## src/hdl/uerb_pkg.sv

```systemverilog
// shared types, constants and pointer helpers for the uart echo ring buffers
package uerb_pkg;

    // fifo depths, one slot of each always stays empty
    localparam int RX_DEPTH = 256;
    localparam int TX_DEPTH = 256;
    localparam int RX_AW    = $clog2(RX_DEPTH);
    localparam int TX_AW    = $clog2(TX_DEPTH);

    // character codes
    localparam logic [7:0] CHAR_CR = 8'h0D;
    localparam logic [7:0] CHAR_LF = 8'h0A;

    // event codes
    typedef enum logic [1:0] {
        OP_RX_BYTE   = 2'd0,
        OP_TX_READY  = 2'd1,
        OP_ECHO_POLL = 2'd2,
        OP_UNUSED    = 2'd3
    } t_opcode;

    // controller states
    typedef enum logic [2:0] {
        S_IDLE,
        S_RX_PUSH,
        S_TX_FETCH,
        S_TX_POP,
        S_RX_FETCH,
        S_ECHO_PUSH,
        S_LF_PUSH,
        S_DONE
    } t_state;

    typedef logic [RX_AW-1:0] t_rx_ptr;
    typedef logic [TX_AW-1:0] t_tx_ptr;

    // one input event
    typedef struct packed {
        logic [1:0] opcode;
        logic [7:0] rx_byte;
    } t_in_item;

    // one result
    typedef struct packed {
        logic       tx_valid;
        logic [7:0] tx_byte;
        logic       tx_irq_enable;
        logic       rx_dropped;
        logic [1:0] echo_dropped;
        logic [7:0] rx_level;
        logic [7:0] tx_level;
    } t_out_item;

    // controller to datapath commands
    typedef struct packed {
        logic load;
        logic rx_push;
        logic tx_fetch;
        logic tx_pop;
        logic rx_fetch;
        logic echo_push;
        logic lf_push;
    } t_dp_cmd;

    // datapath to controller status
    typedef struct packed {
        logic rx_empty;
        logic rx_is_cr;
    } t_dp_status;

    // pointer advance with wrap
    function automatic t_rx_ptr rx_ptr_inc(input t_rx_ptr p);
        t_rx_ptr r;
        if (p == RX_AW'(RX_DEPTH - 1)) begin
            r = '0;
        end else begin
            r = p + RX_AW'(1);
        end
        return r;
    endfunction

    function automatic t_tx_ptr tx_ptr_inc(input t_tx_ptr p);
        t_tx_ptr r;
        if (p == TX_AW'(TX_DEPTH - 1)) begin
            r = '0;
        end else begin
            r = p + TX_AW'(1);
        end
        return r;
    endfunction

    // fill level from write and read pointers
    function automatic logic [7:0] rx_count(input t_rx_ptr wr, input t_rx_ptr rd);
        logic [RX_AW:0] d;
        if (wr >= rd) begin
            d = {1'b0, wr} - {1'b0, rd};
        end else begin
            d = {1'b0, wr} + (RX_AW + 1)'(RX_DEPTH) - {1'b0, rd};
        end
        return 8'(d);
    endfunction

    function automatic logic [7:0] tx_count(input t_tx_ptr wr, input t_tx_ptr rd);
        logic [TX_AW:0] d;
        if (wr >= rd) begin
            d = {1'b0, wr} - {1'b0, rd};
        end else begin
            d = {1'b0, wr} + (TX_AW + 1)'(TX_DEPTH) - {1'b0, rd};
        end
        return 8'(d);
    endfunction

endpackage

```

## src/hdl/uerb_ctrl.sv

```systemverilog
// sequencing state machine for the uart echo ring buffers
module uerb_ctrl (
    input  logic                  i_clk,
    input  logic                  i_rst_n,
    input  logic                  i_start,
    input  logic [1:0]            i_opcode,
    input  uerb_pkg::t_dp_status  i_status,
    output uerb_pkg::t_dp_cmd     o_cmd,
    output logic                  o_busy,
    output logic                  o_done
);

    uerb_pkg::t_state r_state;
    uerb_pkg::t_state n_state;

    // state register
    always_ff @(posedge i_clk) begin
        if (!i_rst_n) begin
            r_state <= uerb_pkg::S_IDLE;
        end else begin
            r_state <= n_state;
        end
    end

    // next state
    always_comb begin
        n_state = r_state;
        case (r_state)
            uerb_pkg::S_IDLE: begin
                if (i_start) begin
                    case (i_opcode)
                        uerb_pkg::OP_RX_BYTE:   n_state = uerb_pkg::S_RX_PUSH;
                        uerb_pkg::OP_TX_READY:  n_state = uerb_pkg::S_TX_FETCH;
                        uerb_pkg::OP_ECHO_POLL: n_state = uerb_pkg::S_RX_FETCH;
                        default:                n_state = uerb_pkg::S_DONE;
                    endcase
                end
            end
            uerb_pkg::S_RX_PUSH:  n_state = uerb_pkg::S_DONE;
            uerb_pkg::S_TX_FETCH: n_state = uerb_pkg::S_TX_POP;
            uerb_pkg::S_TX_POP:   n_state = uerb_pkg::S_DONE;
            uerb_pkg::S_RX_FETCH: n_state = uerb_pkg::S_ECHO_PUSH;
            uerb_pkg::S_ECHO_PUSH: begin
                // a popped carriage return also queues a line feed
                if (!i_status.rx_empty && i_status.rx_is_cr) begin
                    n_state = uerb_pkg::S_LF_PUSH;
                end else begin
                    n_state = uerb_pkg::S_DONE;
                end
            end
            uerb_pkg::S_LF_PUSH: n_state = uerb_pkg::S_DONE;
            uerb_pkg::S_DONE:    n_state = uerb_pkg::S_IDLE;
            default:             n_state = uerb_pkg::S_IDLE;
        endcase
    end

    // command and handshake outputs
    always_comb begin
        o_cmd           = '0;
        o_busy          = 1'b1;
        o_done          = 1'b0;
        case (r_state)
            uerb_pkg::S_IDLE: begin
                o_busy     = 1'b0;
                o_cmd.load = i_start;
            end
            uerb_pkg::S_RX_PUSH:   o_cmd.rx_push   = 1'b1;
            uerb_pkg::S_TX_FETCH:  o_cmd.tx_fetch  = 1'b1;
            uerb_pkg::S_TX_POP:    o_cmd.tx_pop    = 1'b1;
            uerb_pkg::S_RX_FETCH:  o_cmd.rx_fetch  = 1'b1;
            uerb_pkg::S_ECHO_PUSH: o_cmd.echo_push = 1'b1;
            uerb_pkg::S_LF_PUSH:   o_cmd.lf_push   = 1'b1;
            uerb_pkg::S_DONE:      o_done          = 1'b1;
            default:               o_busy          = 1'b1;
        endcase
    end

endmodule

```

## src/hdl/uerb_dp.sv

```systemverilog
// fifo stores, pointers, interrupt flag and result registers
module uerb_dp (
    input  logic                  i_clk,
    input  logic                  i_rst_n,
    input  uerb_pkg::t_dp_cmd     i_cmd,
    input  logic [7:0]            i_rx_byte,
    output uerb_pkg::t_dp_status  o_status,
    output uerb_pkg::t_out_item   o_result
);

    // byte stores
    logic [7:0] rx_mem [uerb_pkg::RX_DEPTH];
    logic [7:0] tx_mem [uerb_pkg::TX_DEPTH];

    uerb_pkg::t_rx_ptr r_rx_wr, n_rx_wr, r_rx_rd, n_rx_rd;
    uerb_pkg::t_tx_ptr r_tx_wr, n_tx_wr, r_tx_rd, n_tx_rd;
    logic              r_flag, n_flag;

    logic [7:0] r_rx_rdata;
    logic [7:0] r_tx_rdata;
    logic [7:0] r_rx_byte, n_rx_byte;
    logic       r_tx_valid, n_tx_valid;
    logic [7:0] r_tx_byte, n_tx_byte;
    logic       r_rx_drop, n_rx_drop;
    logic [1:0] r_echo_drop, n_echo_drop;

    logic       rx_we;
    logic       tx_we;
    logic [7:0] tx_wdata;
    logic       rx_full, rx_empty, tx_full, tx_empty;

    // fifo occupancy
    assign rx_full  = (uerb_pkg::rx_ptr_inc(r_rx_wr) == r_rx_rd);
    assign rx_empty = (r_rx_wr == r_rx_rd);
    assign tx_full  = (uerb_pkg::tx_ptr_inc(r_tx_wr) == r_tx_rd);
    assign tx_empty = (r_tx_wr == r_tx_rd);

    // next values for each command
    always_comb begin
        n_rx_wr     = r_rx_wr;
        n_rx_rd     = r_rx_rd;
        n_tx_wr     = r_tx_wr;
        n_tx_rd     = r_tx_rd;
        n_flag      = r_flag;
        n_rx_byte   = r_rx_byte;
        n_tx_valid  = r_tx_valid;
        n_tx_byte   = r_tx_byte;
        n_rx_drop   = r_rx_drop;
        n_echo_drop = r_echo_drop;
        rx_we       = 1'b0;
        tx_we       = 1'b0;
        tx_wdata    = r_rx_rdata;
        if (i_cmd.load) begin
            n_rx_byte   = i_rx_byte;
            n_tx_valid  = 1'b0;
            n_tx_byte   = '0;
            n_rx_drop   = 1'b0;
            n_echo_drop = '0;
        end
        // received byte into the receive fifo
        if (i_cmd.rx_push) begin
            if (rx_full) begin
                n_rx_drop = 1'b1;
            end else begin
                rx_we   = 1'b1;
                n_rx_wr = uerb_pkg::rx_ptr_inc(r_rx_wr);
            end
            if (tx_empty) begin
                n_flag = 1'b0;
            end
        end
        // send the oldest transmit byte
        if (i_cmd.tx_pop) begin
            if (!tx_empty) begin
                n_tx_valid = 1'b1;
                n_tx_byte  = r_tx_rdata;
                n_tx_rd    = uerb_pkg::tx_ptr_inc(r_tx_rd);
                if (uerb_pkg::tx_ptr_inc(r_tx_rd) == r_tx_wr) begin
                    n_flag = 1'b0;
                end
            end else begin
                n_flag = 1'b0;
            end
        end
        // move one byte from receive to transmit
        if (i_cmd.echo_push && !rx_empty) begin
            n_rx_rd = uerb_pkg::rx_ptr_inc(r_rx_rd);
            if (tx_full) begin
                n_echo_drop = r_echo_drop + 2'd1;
            end else begin
                tx_we    = 1'b1;
                tx_wdata = r_rx_rdata;
                n_tx_wr  = uerb_pkg::tx_ptr_inc(r_tx_wr);
                n_flag   = 1'b1;
            end
        end
        // line feed after a carriage return
        if (i_cmd.lf_push) begin
            if (tx_full) begin
                n_echo_drop = r_echo_drop + 2'd1;
            end else begin
                tx_we    = 1'b1;
                tx_wdata = uerb_pkg::CHAR_LF;
                n_tx_wr  = uerb_pkg::tx_ptr_inc(r_tx_wr);
                n_flag   = 1'b1;
            end
        end
    end

    // pointers and flag
    always_ff @(posedge i_clk) begin
        if (!i_rst_n) begin
            r_rx_wr <= '0;
            r_rx_rd <= '0;
            r_tx_wr <= '0;
            r_tx_rd <= '0;
            r_flag  <= 1'b0;
        end else begin
            r_rx_wr <= n_rx_wr;
            r_rx_rd <= n_rx_rd;
            r_tx_wr <= n_tx_wr;
            r_tx_rd <= n_tx_rd;
            r_flag  <= n_flag;
        end
    end

    // item and result registers
    always_ff @(posedge i_clk) begin
        r_rx_byte   <= n_rx_byte;
        r_tx_valid  <= n_tx_valid;
        r_tx_byte   <= n_tx_byte;
        r_rx_drop   <= n_rx_drop;
        r_echo_drop <= n_echo_drop;
    end

    // receive store, one write and one registered read port
    always_ff @(posedge i_clk) begin
        if (rx_we) begin
            rx_mem[r_rx_wr] <= r_rx_byte;
        end
        if (i_cmd.rx_fetch) begin
            r_rx_rdata <= rx_mem[r_rx_rd];
        end
    end

    // transmit store, one write and one registered read port
    always_ff @(posedge i_clk) begin
        if (tx_we) begin
            tx_mem[r_tx_wr] <= tx_wdata;
        end
        if (i_cmd.tx_fetch) begin
            r_tx_rdata <= tx_mem[r_tx_rd];
        end
    end

    // status back to the controller
    assign o_status.rx_empty = rx_empty;
    assign o_status.rx_is_cr = (r_rx_rdata == uerb_pkg::CHAR_CR);

    // result fields
    assign o_result.tx_valid      = r_tx_valid;
    assign o_result.tx_byte       = r_tx_byte;
    assign o_result.tx_irq_enable = r_flag;
    assign o_result.rx_dropped    = r_rx_drop;
    assign o_result.echo_dropped  = r_echo_drop;
    assign o_result.rx_level      = uerb_pkg::rx_count(r_rx_wr, r_rx_rd);
    assign o_result.tx_level      = uerb_pkg::tx_count(r_tx_wr, r_tx_rd);

endmodule

```

## src/hdl/uart_echo_ring_buffers_unit.sv

```systemverilog
// top level of the uart echo ring buffers: controller plus datapath
//
// An event is taken when start is high and busy is low; its result appears on
// o_result for one cycle with o_done high, and must be taken in that cycle.
// A received byte is pushed; transmitter ready fetches, then pops; an echo
// poll fetches, then pushes the echo, plus a line feed for a carriage return;
// the unused opcode goes to the result. The order is set by the registered
// read port of each byte store (a fetch state before a pop) and the single
// write port of the transmit store (one push per cycle), plus a result state.
// Both stores come up with unknown contents and need no clearing.
module uart_echo_ring_buffers_unit (
    input  logic                 i_clk,
    input  logic                 i_rst_n,
    input  logic                 start,
    input  uerb_pkg::t_in_item   i_cmd,
    output logic                 busy,
    output logic                 o_done,
    output uerb_pkg::t_out_item  o_result
);

    uerb_pkg::t_dp_cmd    dp_cmd;
    uerb_pkg::t_dp_status dp_status;

    // sequencer
    uerb_ctrl u_ctrl (
        .i_clk    (i_clk),
        .i_rst_n  (i_rst_n),
        .i_start  (start),
        .i_opcode (i_cmd.opcode),
        .i_status (dp_status),
        .o_cmd    (dp_cmd),
        .o_busy   (busy),
        .o_done   (o_done)
    );

    // fifos and result registers
    uerb_dp u_dp (
        .i_clk     (i_clk),
        .i_rst_n   (i_rst_n),
        .i_cmd     (dp_cmd),
        .i_rx_byte (i_cmd.rx_byte),
        .o_status  (dp_status),
        .o_result  (o_result)
    );

endmodule

```

## config.mk

```make
export PLATFORM = sky130hd
export DESIGN_NAME = uart_echo_ring_buffers_unit
export DESIGN_NICKNAME = d
export VERILOG_FILES = /design/src/hdl/uerb_pkg.sv /design/src/hdl/uerb_ctrl.sv /design/src/hdl/uerb_dp.sv /design/src/hdl/uart_echo_ring_buffers_unit.sv
export SDC_FILE = /design/constraint.sdc
export NUM_CORES = 2
export LEC_CHECK = 0
export BUFFER_PORTS_ARGS = -buffer_cell sky130_fd_sc_hd__buf_2
export CAP_MARGIN = 20
export CORE_ASPECT_RATIO = 0.8
export CORE_MARGIN = 10
export CORE_UTILIZATION = 45
export DETAILED_ROUTE_END_ITERATION = 6
export PLACE_DENSITY = 0.6
export SYNTH_ARGS = -nofsm -noshare
export SYNTH_HDL_FRONTEND = slang
export SYNTH_SLANG_ARGS = --single-unit
```

## constraint.sdc

```tcl
create_clock -name i_clk -period 7.1 [get_ports i_clk]
set_clock_uncertainty 0.15 [all_clocks]
set_input_delay 0.71 -clock i_clk [delete_from_list [all_inputs] [get_ports i_clk]]
set_output_delay 0.71 -clock i_clk [all_outputs]
set_load 0.05 [all_outputs]
```

==> qor.csv <==
metric,value,unit
die area,0.389,sq mm
Die W,694,um
"Net count, final",8084,
Port Buffers,43,
Sw Pwr,10.7,mW
post-synth top area cell,edfxtp_1,
"commonest non-fill, non-tap cells in the layout","edfxtp_1 (4120), mux4_2 (992), nor2_1 (609), clkbuf_16 (407), mux2i_1 (352)",
largest net degree at the start of global routing,173,
CTS root buf,clkbuf_16,
sw frac,0.209,
Pre-antenna DRT Iters,6,
Post-synth ARST share,0,
layout cells sized above 1,0.228,
Crit Path Max Fanout,25,
final setup TNS,0,ps
CP Cell Sequence,inv_2 -> buf_4 -> ha_1 -> nor2b_1 -> o21ai_0 -> a21boi_0 -> o21a_1 -> nor2_1 -> o21bai_1 -> a21oi_1 -> xor2_1 -> buf_2,
crit path time final,5430,ps
area delta synth->final,11.7,%
Layout Cells excl Fill,13200,
GRT overflow,0,
measured slew at the worst slew-check pin,1240,ps
Via density,6.24,
Ports,44,
"Core Util, Final",0.504,
Hold WC Path Type,in -> reg,
# clock sinks,4168,
CTS tree,built,
post-route ant nets,0,
max_slew headroom,0.165,
RSZ-0062 raised after global routing,no,
"slowest stage delay, CP",670,ps
critical path class,reg -> out,
HPWL Detailed,266000,um
Fmax,0.184,GHz
#FFs+latches synth,4168,
Pint,40.4,mW
Worst Path Arrival,4570,ps
drt total wl,441000,um
Clk pwr share,0.426,
drt wl/cell,33.4,um
Sequential Power Share,0.540,
Inst Count DP,12400,
worst path bufs/invs,3,
routability cong.,0.899,
Post-Syn Nets,7906,
MaxCap Viol Count,0,
antenna violations before repair,30,
"Slew Viols, Final",0,
Sequential Area,0.125,sq mm
post-layout instance area,0.183,sq mm
startpoint types,flop,
post-synth cell types,86,
first-pass GRT wire length,627000,um
Vias,82200,
top-area cell type share of the netlist area,0.755,
Ys Warns,0,
Comb pwr share,0.034,
syn_area_per_cell,20.8,sq um
Critical Path RT,6240,ps
final setup fails,0,
final setup margin,1670,ps
CP Capture Type,primary output,
clk_lat worst skew,970,ps
Worst-path clk slew,70,ps
FILL cells,28500,
"Seq/Total Area, Yosys",0.761,
"Gates resized, CTS repair",0,
CP max stage cell,dfxtp_4,
core area,0.363,sq mm
Syn Inst Count,7864,
drt drc,0,
Initial Util,0.451,
Area contributors post-synth,"edfxtp_1 (76%), mux4_2 (14%), mux2i_1 (2.2%)",
Num CTS Buffers,405,
worst-case clock buffer depth,4,
CTS H-tree depth,5,
DIE HEIGHT,560,um
"CP delay by family, top",buffers and inverters,
pwr dens,279,mW/mm^2
vias in the first global route,81200,
placed inst area,0.169,sq mm
GRT Util Overall,0.222,
"commonest non-fill, non-tap cell in the layout",edfxtp_1,
Worst VDD drop,0.271,mV
Detailed Route Iter0 Violations,11800,
Rows,198,
Post-synth top flop,edfxtp_1,
Leak,54.5,nW
multi-input logic area,0.0364,sq mm
Post-synth EDFFs,4120,
Final Hold Fails,0,
fin crit share,0.764,
Setup WS pre-CTS,1970,ps
outcome,finished clean,
Syn Std Cell Area,0.164,sq mm
[power groups by stage]
stage / Sequential [mW] / Combinational, mW / Clock [mW]
finish: 27.6 / 1.73 / 21.8
global route: 27.6 / 1.84 / 23.1
CTS: 27.6 / 1.75 / 22.1
detailed placement: 28.1 / 1.75 / 0
global placement: 28.1 / 1.69 / 0
floorplan: 28.5 / 0.727 / 0
[worst min-delay path, delay by kind of cell]
family        cells  cell delay, ps
fa+ha+maj         1             120
buf+inv           2             170
simple gates      2             140
[worst paths after layout]
path	start	end	slack, ps	cells past startpoint
setup / recovery	u_dp.r_tx_rd[1]	o_result[7]	1670	12
hold / removal	i_cmd[8]	u_ctrl.r_state[0]	110	5
setup reg to reg	flop	u_dp.tx_mem[252][6]	1780	9
hold reg to reg	u_dp.r_echo_drop[1]	u_dp.r_echo_drop[1]	300	1
[flip-flops by register name (all words and copies together) (netlist names), named ones only]
signal            count
u_dp.r_tx_rd          8
u_dp.r_tx_valid       1
u_dp.r_rx_rd          8
u_ctrl.r_state        3
u_dp.r_flag           1
u_dp.r_rx_rdata       8
u_dp.r_rx_wr          8
u_dp.r_tx_byte        8
u_dp.r_tx_rdata       8
u_dp.tx_mem        2048
u_dp.r_rx_byte        8
u_dp.rx_mem        2048
u_dp.r_echo_drop      2
u_dp.r_rx_drop        1
[area by class of cell]
cell class,instances,share of cell area
antenna,5,0.0000684
clock buffer,496,0.0575
clock inverter,252,0.0155
inverter,34,0.000766
multi-input combinational,3183,0.199
sequential,4168,0.682
tap,4800,0.0328
timing repair buffer,250,0.0125
[cell families (layout without fill, tap and decap cells)]
group,after synthesis,in the layout,synth area share
AOI/OAI and AO/OA,613,613,0.0268
and+or+nand+nor,1131,1131,0.0306
xor gates and xnor gates,50,50,0.00267
other,0,5,0
adders and majority gates,29,29,0.00231
buffers and inverters,513,1032,0.0174
muxes,1360,1360,0.159
DFF,4168,4168,0.761
[metrics by stage]
stage | hold WS (ps) | total power, mW
after floorplan | 268 | 29.2
after CTS | 56.7 | 51.4
final | 109 | 51.1
after global placement | 282 | 29.8
after global routing | 127 | 52.5
after detailed placement | 298 | 29.9
[cells in the mapped netlist, types with 7 or more instances]
cell and instances:
o21a_1 9, ha_1 27, o211ai_1 18, o22ai_1 25, a211o_1 8, nor2b_1 40, a311oi_1 12, clkbuf_1 186
nand2_1 226, nor3_1 38, nand3_4 8, buf_6 60, o2111ai_1 9, and2_1 22, a221o_1 16, buf_8 7
nand4_1 11, nand3_1 79, buf_2 136, a211oi_1 32, nand2b_1 19, and3_1 20, mux2i_1 352, o32ai_1 8
a21oi_1 105, nor2_1 620, a221oi_1 104, o21ai_0 100, mux4_2 992, a22o_1 7, xor2_1 17, inv_1 29
buf_4 55, mux2_2 16, buf_1 34, xnor2_1 33, a31oi_1 13, o221ai_1 23, nor4_1 7, a2111oi_0 8
edfxtp_1 4120, dfxtp_1 48, a22oi_1 65
[timing repair]
action | 4_1_cts | 5_1_grt
endpoints found under the hold margin | 12 | 0
buffers inserted | 0 | 0
hold buffers | 10 | 0
[per-layer routing]
layer	part of all wire	global-route usage	vias to the layer above
met2	0.43	0.313	4490
met4	0.030	0.0612	4
met1	0.43	0.340	44000
met5	0.000059	0	-
li1	-	-	33000
met3	0.11	0.0576	661
(Power assumes the default switching activity.)
